### src/sldec_pkg.sv
// Package with the phase type, event codes and register indexes of the frame decoder.
`timescale 1ns / 1ps

package sldec_pkg;

  typedef enum logic [3:0] {
    PH_HUNT  = 4'd0,
    PH_SYNC2 = 4'd1,
    PH_DEV   = 4'd2,
    PH_MSG   = 4'd3,
    PH_LENL  = 4'd4,
    PH_LENH  = 4'd5,
    PH_DATA  = 4'd6,
    PH_CRCL  = 4'd7,
    PH_CRCH  = 4'd8
  } phase_t;

  localparam int EventWidth = 3;
  typedef logic [EventWidth-1:0] event_t;

  localparam event_t EV_NONE    = 3'd0;
  localparam event_t EV_PAYLOAD = 3'd1;
  localparam event_t EV_GOOD    = 3'd2;
  localparam event_t EV_BADCRC  = 3'd3;
  localparam event_t EV_BADLEN  = 3'd4;
  localparam event_t EV_SYNC    = 3'd5;

  typedef logic [1:0] cfg_index_t;

  localparam cfg_index_t CFG_SYNC_FIRST  = 2'd0;
  localparam cfg_index_t CFG_SYNC_SECOND = 2'd1;
  localparam cfg_index_t CFG_CRC_POLY    = 2'd2;
  localparam cfg_index_t CFG_MAX_PAYLOAD = 2'd3;

  localparam logic [7:0]  SYNC_FIRST_RESET  = 8'h55;
  localparam logic [7:0]  SYNC_SECOND_RESET = 8'hAA;
  localparam logic [15:0] CRC_POLY_RESET    = 16'h1021;
  localparam logic [15:0] MAX_PAYLOAD_RESET = 16'd255;

endpackage

### src/sldec_crc_byte.sv
// One-byte MSB-first CRC-16 update with a programmable generator polynomial.
`timescale 1ns / 1ps

module sldec_crc_byte (
  input  logic [15:0] crc_in,
  input  logic [7:0]  data_in,
  input  logic [15:0] poly,
  output logic [15:0] crc_out
);

  always_comb begin
    logic [15:0] c;
    c = crc_in ^ {data_in, 8'h00};
    for (int i = 0; i < 8; i++) begin
      if (c[15]) begin
        c = {c[14:0], 1'b0} ^ poly;
      end else begin
        c = {c[14:0], 1'b0};
      end
    end
    crc_out = c;
  end

endmodule

### src/sync_length_crc16_frame_decoder.sv
// Top level of the sync, header, length and CRC-16 frame decoder.
//
//   channel | handshake          | words
//   --------+--------------------+--------------------------------------------
//   rx      | rx_valid, rx_stall | rx_byte
//   res     | res_valid,res_stall| event_res, payload_byte, payload_index,
//           |                    | device_id, message_id, payload_length,
//           |                    | last_of_frame
//   cfg     | cfg_write          | cfg_index, cfg_data
//
// Each accepted byte produces exactly one result word, registered in the cycle after it is accepted.
// The phase step and the CRC byte update sit between the input and the result register.
// One byte per cycle is sustained while the result side takes its words.
// rx_stall is high only while a result word waits and res_stall is high.
// Reset is synchronous; it restores the config and state registers and res_valid, and starts hunting for sync.
`timescale 1ns / 1ps

module sync_length_crc16_frame_decoder (
  input  logic        clk,
  input  logic        rst,
  input  logic        rx_valid,
  output logic        rx_stall,
  input  logic [7:0]  rx_byte,
  output logic        res_valid,
  input  logic        res_stall,
  output logic [2:0]  event_res,
  output logic [7:0]  payload_byte,
  output logic [15:0] payload_index,
  output logic [7:0]  device_id,
  output logic [7:0]  message_id,
  output logic [15:0] payload_length,
  output logic        last_of_frame,
  input  logic        cfg_write,
  input  logic [1:0]  cfg_index,
  input  logic [15:0] cfg_data
);

  logic [7:0]  sync_first;
  logic [7:0]  sync_second;
  logic [15:0] crc_polynomial;
  logic [15:0] max_payload;

  sldec_pkg::phase_t phase, phase_next;
  logic [7:0]  frame_device, frame_device_next;
  logic [7:0]  frame_message, frame_message_next;
  logic [15:0] frame_length, frame_length_next;
  logic [15:0] bytes_seen, bytes_seen_next;
  logic [15:0] running_crc, running_crc_next;
  logic [7:0]  crc_low_byte, crc_low_byte_next;

  logic               accept;
  logic [15:0]        crc_base;
  logic [15:0]        crc_fed;
  logic [15:0]        len_full;
  logic [15:0]        seen_inc;
  sldec_pkg::event_t  ev;
  logic [7:0]         pbyte;
  logic [15:0]        pidx;

  assign rx_stall = res_valid & res_stall;
  assign accept   = rx_valid & ~rx_stall;
  assign len_full = {rx_byte, frame_length[7:0]};
  assign seen_inc = bytes_seen + 16'd1;
  assign crc_base = (phase == sldec_pkg::PH_DEV) ? 16'h0000 : running_crc;

  sldec_crc_byte u_crc (
    .crc_in  (crc_base),
    .data_in (rx_byte),
    .poly    (crc_polynomial),
    .crc_out (crc_fed)
  );

  always_ff @(posedge clk) begin
    if (rst) begin
      sync_first     <= sldec_pkg::SYNC_FIRST_RESET;
      sync_second    <= sldec_pkg::SYNC_SECOND_RESET;
      crc_polynomial <= sldec_pkg::CRC_POLY_RESET;
      max_payload    <= sldec_pkg::MAX_PAYLOAD_RESET;
    end else if (cfg_write) begin
      case (cfg_index)
        sldec_pkg::CFG_SYNC_FIRST:  sync_first     <= cfg_data[7:0];
        sldec_pkg::CFG_SYNC_SECOND: sync_second    <= cfg_data[7:0];
        sldec_pkg::CFG_CRC_POLY:    crc_polynomial <= cfg_data;
        sldec_pkg::CFG_MAX_PAYLOAD: max_payload    <= cfg_data;
        default: ;
      endcase
    end
  end

  always_comb begin
    phase_next = phase;
    case (phase)
      sldec_pkg::PH_HUNT: begin
        phase_next = (rx_byte == sync_first) ? sldec_pkg::PH_SYNC2 : sldec_pkg::PH_HUNT;
      end
      sldec_pkg::PH_SYNC2: begin
        phase_next = (rx_byte == sync_second) ? sldec_pkg::PH_DEV : sldec_pkg::PH_HUNT;
      end
      sldec_pkg::PH_DEV:  phase_next = sldec_pkg::PH_MSG;
      sldec_pkg::PH_MSG:  phase_next = sldec_pkg::PH_LENL;
      sldec_pkg::PH_LENL: phase_next = sldec_pkg::PH_LENH;
      sldec_pkg::PH_LENH: begin
        if (len_full > max_payload) begin
          phase_next = sldec_pkg::PH_HUNT;
        end else if (len_full == 16'd0) begin
          phase_next = sldec_pkg::PH_CRCL;
        end else begin
          phase_next = sldec_pkg::PH_DATA;
        end
      end
      sldec_pkg::PH_DATA: begin
        phase_next = (seen_inc >= frame_length) ? sldec_pkg::PH_CRCL : sldec_pkg::PH_DATA;
      end
      sldec_pkg::PH_CRCL: phase_next = sldec_pkg::PH_CRCH;
      sldec_pkg::PH_CRCH: phase_next = sldec_pkg::PH_HUNT;
      default:            phase_next = sldec_pkg::PH_HUNT;
    endcase
  end

  always_comb begin
    ev                 = sldec_pkg::EV_NONE;
    pbyte              = 8'h00;
    pidx               = 16'h0000;
    frame_device_next  = frame_device;
    frame_message_next = frame_message;
    frame_length_next  = frame_length;
    bytes_seen_next    = bytes_seen;
    running_crc_next   = running_crc;
    crc_low_byte_next  = crc_low_byte;
    case (phase)
      sldec_pkg::PH_SYNC2: begin
        if (rx_byte != sync_second) begin
          ev = sldec_pkg::EV_SYNC;
        end
      end
      sldec_pkg::PH_DEV: begin
        frame_device_next = rx_byte;
        running_crc_next  = crc_fed;
      end
      sldec_pkg::PH_MSG: begin
        frame_message_next = rx_byte;
        running_crc_next   = crc_fed;
      end
      sldec_pkg::PH_LENL: begin
        frame_length_next = {8'h00, rx_byte};
        running_crc_next  = crc_fed;
      end
      sldec_pkg::PH_LENH: begin
        frame_length_next = len_full;
        running_crc_next  = crc_fed;
        bytes_seen_next   = 16'h0000;
        if (len_full > max_payload) begin
          ev = sldec_pkg::EV_BADLEN;
        end
      end
      sldec_pkg::PH_DATA: begin
        running_crc_next = crc_fed;
        ev               = sldec_pkg::EV_PAYLOAD;
        pbyte            = rx_byte;
        pidx             = bytes_seen;
        bytes_seen_next  = seen_inc;
      end
      sldec_pkg::PH_CRCL: begin
        crc_low_byte_next = rx_byte;
      end
      sldec_pkg::PH_CRCH: begin
        ev = ({rx_byte, crc_low_byte} == running_crc) ? sldec_pkg::EV_GOOD
                                                      : sldec_pkg::EV_BADCRC;
      end
      default: ;
    endcase
  end

  always_ff @(posedge clk) begin
    if (rst) begin
      phase         <= sldec_pkg::PH_HUNT;
      frame_device  <= 8'h00;
      frame_message <= 8'h00;
      frame_length  <= 16'h0000;
      bytes_seen    <= 16'h0000;
      running_crc   <= 16'h0000;
      crc_low_byte  <= 8'h00;
    end else if (accept) begin
      phase         <= phase_next;
      frame_device  <= frame_device_next;
      frame_message <= frame_message_next;
      frame_length  <= frame_length_next;
      bytes_seen    <= bytes_seen_next;
      running_crc   <= running_crc_next;
      crc_low_byte  <= crc_low_byte_next;
    end
  end

  always_ff @(posedge clk) begin
    if (rst) begin
      res_valid <= 1'b0;
    end else if (accept) begin
      res_valid <= 1'b1;
    end else if (!res_stall) begin
      res_valid <= 1'b0;
    end
  end

  always_ff @(posedge clk) begin
    if (accept) begin
      event_res      <= ev;
      payload_byte   <= pbyte;
      payload_index  <= pidx;
      device_id      <= frame_device_next;
      message_id     <= frame_message_next;
      payload_length <= frame_length_next;
      last_of_frame  <= (ev == sldec_pkg::EV_GOOD) || (ev == sldec_pkg::EV_BADCRC) ||
                        (ev == sldec_pkg::EV_BADLEN);
    end
  end

`ifndef ASSERT_OFF
  // Every accepted byte leaves a result word in the output register.
  a_accept_gives_result: assert property (@(posedge clk) disable iff (rst)
    accept |=> res_valid)
    else $error("accepted byte produced no result word");

  // Payload fields are zero on every word that is not a payload byte.
  a_payload_zero: assert property (@(posedge clk) disable iff (rst)
    (res_valid && event_res != sldec_pkg::EV_PAYLOAD) |->
      (payload_byte == 8'h00 && payload_index == 16'h0000))
    else $error("payload fields not zero outside a payload word");

  // The payload phase is entered only with a nonzero length and ends on its last byte.
  a_data_bounds: assert property (@(posedge clk) disable iff (rst)
    (phase == sldec_pkg::PH_DATA) |-> (frame_length != 16'd0 && bytes_seen < frame_length))
    else $error("payload counter outside the declared length");

  // A verdict word always closes a frame and is never a payload word.
  a_verdict_last: assert property (@(posedge clk) disable iff (rst)
    (res_valid && last_of_frame) |->
      (event_res == sldec_pkg::EV_GOOD || event_res == sldec_pkg::EV_BADCRC ||
       event_res == sldec_pkg::EV_BADLEN))
    else $error("end of frame flagged without a verdict");
`endif

endmodule

### config.mk
export PLATFORM = sky130hd
export DESIGN_NAME = sync_length_crc16_frame_decoder
export DESIGN_NICKNAME = d
export VERILOG_FILES = /design/src/sldec_pkg.sv /design/src/sldec_crc_byte.sv /design/src/sync_length_crc16_frame_decoder.sv
export SDC_FILE = /design/constraint.sdc
export NUM_CORES = 1
export LEC_CHECK = 0
export BUFFER_PORTS_ARGS = -buffer_cell sky130_fd_sc_hd__buf_2
export CAP_MARGIN = 30
export CORE_MARGIN = 4
export CORE_UTILIZATION = 55
export CTS_CLUSTER_DIAMETER = 40
export CTS_CLUSTER_SIZE = 10
export DETAILED_ROUTE_END_ITERATION = 8
export GPL_TIMING_DRIVEN = 1
export HOLD_SLACK_MARGIN = 0.1
export PLACE_DENSITY = 0.74
export SYNTH_ARGS = -nofsm -noshare
export SYNTH_HDL_FRONTEND = slang
export SYNTH_SLANG_ARGS = --single-unit
### constraint.sdc
create_clock -name clk -period 7.85 [get_ports clk]
set_input_delay 0.3925 -clock clk [delete_from_list [all_inputs] [get_ports clk]]
set_output_delay 0.3925 -clock clk [all_outputs]
set_load 0.005 [all_outputs]
== Word level (Yosys, flattened, before mapping) ==
Index checks and enable logic that the tools add are counted.

* Flip-flop bits (word level): 185
* Word-level logic and storage cells: 92
* Output and inout bits: 62

* Muxes and demuxes: 25
* Equality and inequality tests: 19
* Bitwise operators: 12
* Magnitude comparators: 2
* $add $sub $neg: 1
* Reductions and logical operators: 14

{| class="wikitable"
|+ Operators by type and width
! operator !! number
|-
| $mux W16 || 9
|-
| $xor A16 B16 Y16 || 9
|-
| $pmux W16 S2 || 2
|-
| $pmux W4 S8 || 1
|-
| $add A16 B1 Y16 const B || 1
|-
| $eq A16 B16 Y1 || 1
|-
| $eq A4 B3 Y1 const B || 4
|-
| $eq A8 B8 Y1 || 2
|-
| $ge A16 B16 Y1 || 1
|-
| $gt A16 B16 Y1 || 1
|-
| $logic_not A16 Y1 || 1
|-
| $mux W8 || 2
|-
| $reduce_and A2 Y1 || 7
|-
| $pmux W3 S4 || 1
|-
| $mux W3 || 3
|-
| $eq A4 B2 Y1 const B || 2
|-
| $ne A8 B8 Y1 || 1
|-
| $eq A3 B2 Y1 const B || 2
|-
| $mux W1 || 6
|-
| $reduce_or A5 Y1 || 1
|-
| $eq A2 B2 Y1 const B || 2
|-
| $eq A4 B1 Y1 const B || 1
|-
| $eq A4 B4 Y1 const B || 1
|-
| $logic_not A4 Y1 || 1
|-
| other kinds (9) || 11
|}

== Logic depth before layout (Yosys ltp) ==
* Word-level depth: 19
* Gate-level depth with buffers: 18

== By module ==
A second synthesis with hierarchy kept.

* Cell total of the unflattened synthesis: 1271
* Area, all modules: 11643.7 µm²

{| class="wikitable"
|+ By module, submodules not included
! module !! instances !! seq. area each (µm²) !! cells each !! area each (µm²)
|-
| sync_length_crc16_frame_decoder || 1 || 4304.1 || 888 || 8745.9
|-
| sldec_crc_byte || 1 || 0.0 || 383 || 2897.8
|}

== Worst setup path after synthesis ==
Ideal clock, no wire load.

* Path kind: register to register
* From: register phase[2]
* To: register running_crc[7]
* Buffers on the path: 3
* Slack: 3.287 ns
* Cell stages (with the launch flop): 17
* Data required time: 7.759 ns
* Setup time: 0.091 ns
* Arrival: 4.472 ns
* Cells stage by stage: dfxtp_1 > or4b_1 > buf_2 > a21boi_4 > o2111ai_1 > a311oi_4 > mux2i_1 > xnor2_4 > xnor3_1 > a211o_1 > and3_1 > buf_6 > o21a_4 > xor2_4 > buf_4 > nand3_1 > a311oi_1

* Cells in the longest elaborated chain, start to end: 18
* Elaborated cells on any way between the ends: 25

{| class="wikitable"
|+ Ends and longest elaborated chain
! what !! RTL line !! source
|-
| start, declared || sync_length_crc16_frame_decoder.sv:43 || <nowiki>sldec_pkg::phase_t phase, phase_next;</nowiki>
|-
| start signal, assigned || sync_length_crc16_frame_decoder.sv:176 || <nowiki>phase <= sldec_pkg::PH_HUNT;</nowiki>
|-
| start signal, assigned || sync_length_crc16_frame_decoder.sv:184 || <nowiki>phase <= phase_next;</nowiki>
|-
| $eq A4 B2 Y1 || sync_length_crc16_frame_decoder.sv:64, sync_length_crc16_frame_decoder.sv:130 ||
|-
| $mux W16 || sync_length_crc16_frame_decoder.sv:64 || <nowiki>assign crc_base = (phase == sldec_pkg::PH_DEV) ? 16'h0000 : running_crc;</nowiki>
|-
| $xor A16 B16 Y16 || sldec_crc_byte.sv:13 || <nowiki>c = crc_in ^ {data_in, 8'h00};</nowiki>
|-
| $mux W16 / $xor A16 B16 Y16 (equally long branches) || sldec_crc_byte.sv:15, sldec_crc_byte.sv:16 ||
|-
| $xor A16 B16 Y16 / $mux W16 (equally long branches) || sldec_crc_byte.sv:16, sldec_crc_byte.sv:15 ||
|-
| $mux W16 / $xor A16 B16 Y16 (equally long branches) || sldec_crc_byte.sv:15, sldec_crc_byte.sv:16 ||
|-
| $xor A16 B16 Y16 / $mux W16 (equally long branches) || sldec_crc_byte.sv:16, sldec_crc_byte.sv:15 ||
|-
| $mux W16 / $xor A16 B16 Y16 (equally long branches) || sldec_crc_byte.sv:15, sldec_crc_byte.sv:16 ||
|-
| [2 not listed] || n/a ||
|-
| $xor A16 B16 Y16 / $mux W16 (equally long branches) || sldec_crc_byte.sv:16, sldec_crc_byte.sv:15 ||
|-
| $mux W16 / $xor A16 B16 Y16 (equally long branches) || sldec_crc_byte.sv:15, sldec_crc_byte.sv:16 ||
|-
| $xor A16 B16 Y16 / $mux W16 (equally long branches) || sldec_crc_byte.sv:16, sldec_crc_byte.sv:15 ||
|-
| $mux W16 / $xor A16 B16 Y16 (equally long branches) || sldec_crc_byte.sv:15, sldec_crc_byte.sv:16 ||
|-
| $xor A16 B16 Y16 / $mux W16 (equally long branches) || sldec_crc_byte.sv:16, sldec_crc_byte.sv:15 ||
|-
| $mux W16 / $xor A16 B16 Y16 (equally long branches) || sldec_crc_byte.sv:15, sldec_crc_byte.sv:16 ||
|-
| $xor A16 B16 Y16 / $mux W16 (equally long branches) || sldec_crc_byte.sv:16, sldec_crc_byte.sv:15 ||
|-
| $mux W16 || sldec_crc_byte.sv:15 || <nowiki>if (c[15]) begin</nowiki>
|-
| end signal, assigned || sync_length_crc16_frame_decoder.sv:189 || <nowiki>running_crc <= running_crc_next;</nowiki>
|-
| end, declared || sync_length_crc16_frame_decoder.sv:48 || <nowiki>logic [15:0] running_crc, running_crc_next;</nowiki>
|}

Several ways; a longest one is shown, not always the timed one.
A chain may end at the register's enable or synchronous reset.

== Worst setup path after layout ==
* From: register phase[2]
* To: register running_crc[12]

* Cells in the longest elaborated chain, start to end: 19
* Elaborated cells on any way between the ends: 25

{| class="wikitable"
|+ Ends and longest elaborated chain
! what !! RTL line !! source
|-
| $eq A4 B2 Y1 || sync_length_crc16_frame_decoder.sv:64, sync_length_crc16_frame_decoder.sv:130 ||
|-
| $mux W16 || sync_length_crc16_frame_decoder.sv:64 ||
|-
| $xor A16 B16 Y16 || sldec_crc_byte.sv:13 ||
|-
| $xor A16 B16 Y16 || sldec_crc_byte.sv:16 || <nowiki>c = {c[14:0], 1'b0} ^ poly;</nowiki>
|-
| $mux W16 || sldec_crc_byte.sv:15 ||
|-
| $xor A16 B16 Y16 || sldec_crc_byte.sv:16 ||
|-
| $mux W16 || sldec_crc_byte.sv:15 ||
|-
| $xor A16 B16 Y16 || sldec_crc_byte.sv:16 ||
|-
| [3 not listed] || n/a ||
|-
| $xor A16 B16 Y16 || sldec_crc_byte.sv:16 ||
|-
| $mux W16 || sldec_crc_byte.sv:15 ||
|-
| $xor A16 B16 Y16 || sldec_crc_byte.sv:16 ||
|-
| $mux W16 || sldec_crc_byte.sv:15 ||
|-
| $xor A16 B16 Y16 || sldec_crc_byte.sv:16 ||
|-
| $mux W16 || sldec_crc_byte.sv:15 ||
|-
| $xor A16 B16 Y16 || sldec_crc_byte.sv:16 ||
|-
| $mux W16 || sldec_crc_byte.sv:15 ||
|}

Several ways; a longest one is shown, not always the timed one.

==> reports/results.tsv <==
stage	metric	value	unit
status	outcome	complete, no violations	
place	dp_hpwl	19500	um
yosys	synth.top_cells.by_count	nand2_1, dfxtp_1, nor2_1	
timing	report.final.slew_viol_count	0	
clock_tree	ctsHtreeMaxLevel	4	
flow_run	drv_cap	0	
grt	track_usage	26.1	%
yosys	avgSynthCellArea	8.63	um2
detailed_routing	viasPerCell	5.81	
worst_setup_path	slowest_delay	760	ps
worst_setup_path	crit_fanout	16	
yosys	synth_cell_types	72	
yosys	synthArstFlopShare	0	%
timing	fmax	0.173	GHz
min_path	holdPathStages	2	
grt	grt_first_pass_wirelength	46100	um
floorplan	rows	51	
timing	setup_violations	0	
yosys	synth_edf_count	60	
pwr	power.internal	0.00157	W
yosys	synth_top_area_share	22.6	%
pwr	p_clk_share	37.6	%
pwr	leakagePower	4.84	nW
yosys	yosysWarnings	0	
pwr	pwr-share-seq	47.3	%
clock_tree	cts.path.max_buffers	2	
grt	grtUsageMet2	42.6	%
yosys	synth_area	0.0111	mm2
yosys	syn-num-nets	1345	
pwr	swShare	28.4	%
clock_tree	clock_sinks	185	
finish	syn2layout_area_growth	9.99	%
clock_tree	clock_latency	430	ps
clock_tree	holdBufCountCts	0	
min_path	min_path_type	in2reg	
timing	tightest_slew	1030	ps
place	gp_congestion	0.923	
pwr	power.density	180	mW/mm2
grt	antenna_found_initial	0	
worst_setup_path	rr_startpoint	phase[2]	
timing	rsz0062_at_grt	no	
floorplan	core_area	0.0196	mm2
clock_tree	cts_resized	0	
detailed_routing	wl_per_cell	18.0	um
timing	hold_violations	0	
timing	period_share	73.5	%
yosys	synth_area_leaders	dfxtp_1, edfxtp_1, nand2_1	
worst_setup_path	rr_worst_depth	13	
worst_setup_path	slowest_stage	nor4b_4	
timing	setup_tns	0	ps
place	portBuffers	92	
finish	antenna_cells	0	
finish	drive_above_1_share	13.0	%
finish	nets	1377	
worst_setup_path	crit_required	8230	ps
clock_tree	cts.clk_slew.worst_paths	70	ps
yosys	synth.most_common_cell	nand2_1	
worst_setup_path	cp.arrival	6150	ps
yosys	dominantRegCellSynth	dfxtp_1	
pwr	switching_power	0.000622	W
floorplan	dieArea	0.0224	mm2
grt	grt_most_used_layer	met2	
detailed_routing	ant_nets	0	
floorplan	ioPinCount	93	
clock_tree	numCtsBuffers	17	
floorplan	die_y	150	um
grt	grt_max_degree	92	
worst_setup_path	critPathLaunch	phase[2]	
clock_tree	postCtsSetupBuffers	0	
timing	finalClockSkew	8.10	ps
floorplan	start_util	56.4	%
pwr	peakVddDrop	0.165	mV
floorplan	die_w	150	um
yosys	synth_seq_area_share	38.9	%
detailed_routing	vias	9246	
detailed_routing	drtIter0Drc	925	
pwr	power_frac_comb	15.1	%
yosys	yosys.area.top_type	dfxtp_1	
worst_setup_path	worstPathCellList	nor4b_4 > or3_1 > o2111ai_1 > a311oi_4 > mux2i_1 > xnor3_1 > and2_1 > a2111oi_0 > nand3_1 > nand2_1 > xnor3_1 > a2111oi_0 > a311o_1	
min_path	min-delay-start	rx_valid	
worst_setup_path	crit_type	reg2reg	
yosys	syn_inst	1281	
worst_setup_path	end_kind	register	
clock_tree	cts_tree	built	
clock_tree	cts_root_buf	clkbuf_16	
timing	finalCriticalPeriod	5770	ps
detailed_routing	drc_errors	0	
finish	final_core_util	62.1	%
grt	grt_pass1_vias	8734	
grt	overflow	0	
yosys	synth_seq_cells	185	
timing	relSlewSlack	31.1	%
grt	met1_usage	34.8	%
detailed_routing	drt_pass1_iterations	6	
grt	gr-usage-met3	4.88	%
detailed_routing	routed_wl	28700	um
worst_setup_path	crit_path_start_kind	register	
[through the flow]
stage               setup slack [ps]  hold slack (ps)  total power (W)  cells  instance area (um2)
floorplan                       3290              434          0.00130   1281                11100
global placement                2370              439          0.00138   1555                11600
detailed placement              2190              446          0.00138   1559                11600
CTS                             2180              171          0.00220   1591                12200
global route                    1640              179          0.00227   1591                12200
finish                          2080              183          0.00219   1591                12200
[worst paths after layout]
path	end	slack, ps
hold / removal	res_valid	180
setup / recovery	running_crc[12]	2080
setup reg to reg	running_crc[12]	2080
hold reg to reg	max_payload[15]	450
[critical path: cells and delay by family (launching register included)]
family	cells	cell delay, ps
compound gates	5	1700
xor+xnor	2	1000
flops	1	450
mux	1	290
simple gates	5	2250
[sequential cells by signal (all words and copies together) (netlist names)]
register and flops:
crc_polynomial 16, device_id 8, event_res 3, frame_message 8
sync_second 8, sync_first 8, payload_index 16, bytes_seen 16
message_id 8, frame_device 8, last_of_frame 1, running_crc 16
crc_low_byte 8, phase 4, payload_length 16, payload_byte 8
max_payload 16, frame_length 16, res_valid 1
[per-layer routing]
metal  vias to the layer above  part of all wire [%]
met2                       384                    48
met5                         -                     0
met1                      4313                    42
met4                         0                   2.5
li1                       4490                     -
met3                        59                   7.8
[final cells by class]
type,instances,area [um2]
Timing Repair Buffer,108,587
Multi-Input combinational cell,952,6190
Fill cell,1677,7430
Sequential cell,185,4300
Clock inverter,14,131
Inverter,49,186
Clock buffer,18,429
Tap cell,265,332
[cell usage in the layout, fill, tap and decap left out, types with 16 or more instances in the layout]
cell	synthesis	final
nand2_1	213	213
dfxtp_1	125	125
nor2_1	121	121
buf_2	6	91
xnor2_1	89	89
a21oi_1	77	77
edfxtp_1	60	60
o21ai_0	49	48
inv_1	46	46
nand3_1	36	36
ha_1	33	33
and2_1	29	29
xor2_1	28	28
mux2i_1	27	27
and3_1	25	25
nor3_1	20	19
clkbuf_16	0	17
o211ai_1	16	16
buf_4	2	16
[power groups by stage]
stage / combinational, W / sequential [W] / clock [W]
final: 0.000331 / 0.00103 / 0.000823
after global routing: 0.000358 / 0.00104 / 0.000873
after CTS: 0.000328 / 0.00103 / 0.000833
after detailed placement: 0.000327 / 0.00106 / 0
after global placement: 0.000321 / 0.00106 / 0
after floorplan: 0.000252 / 0.00105 / 0
[cell families (layout without fill, tap and decap cells)]
logic type,count (synthesis),after routing,synth area share [%]
buf+inv,144,189,5.16
flops,185,185,38.9
xor+xnor,136,136,13.1
mux,35,35,3.26
fa+ha+maj,33,33,3.73
simple gates,504,504,20.7
compound gates,244,244,15.1
No activity file was read; power rests on OpenSTA's default activity.
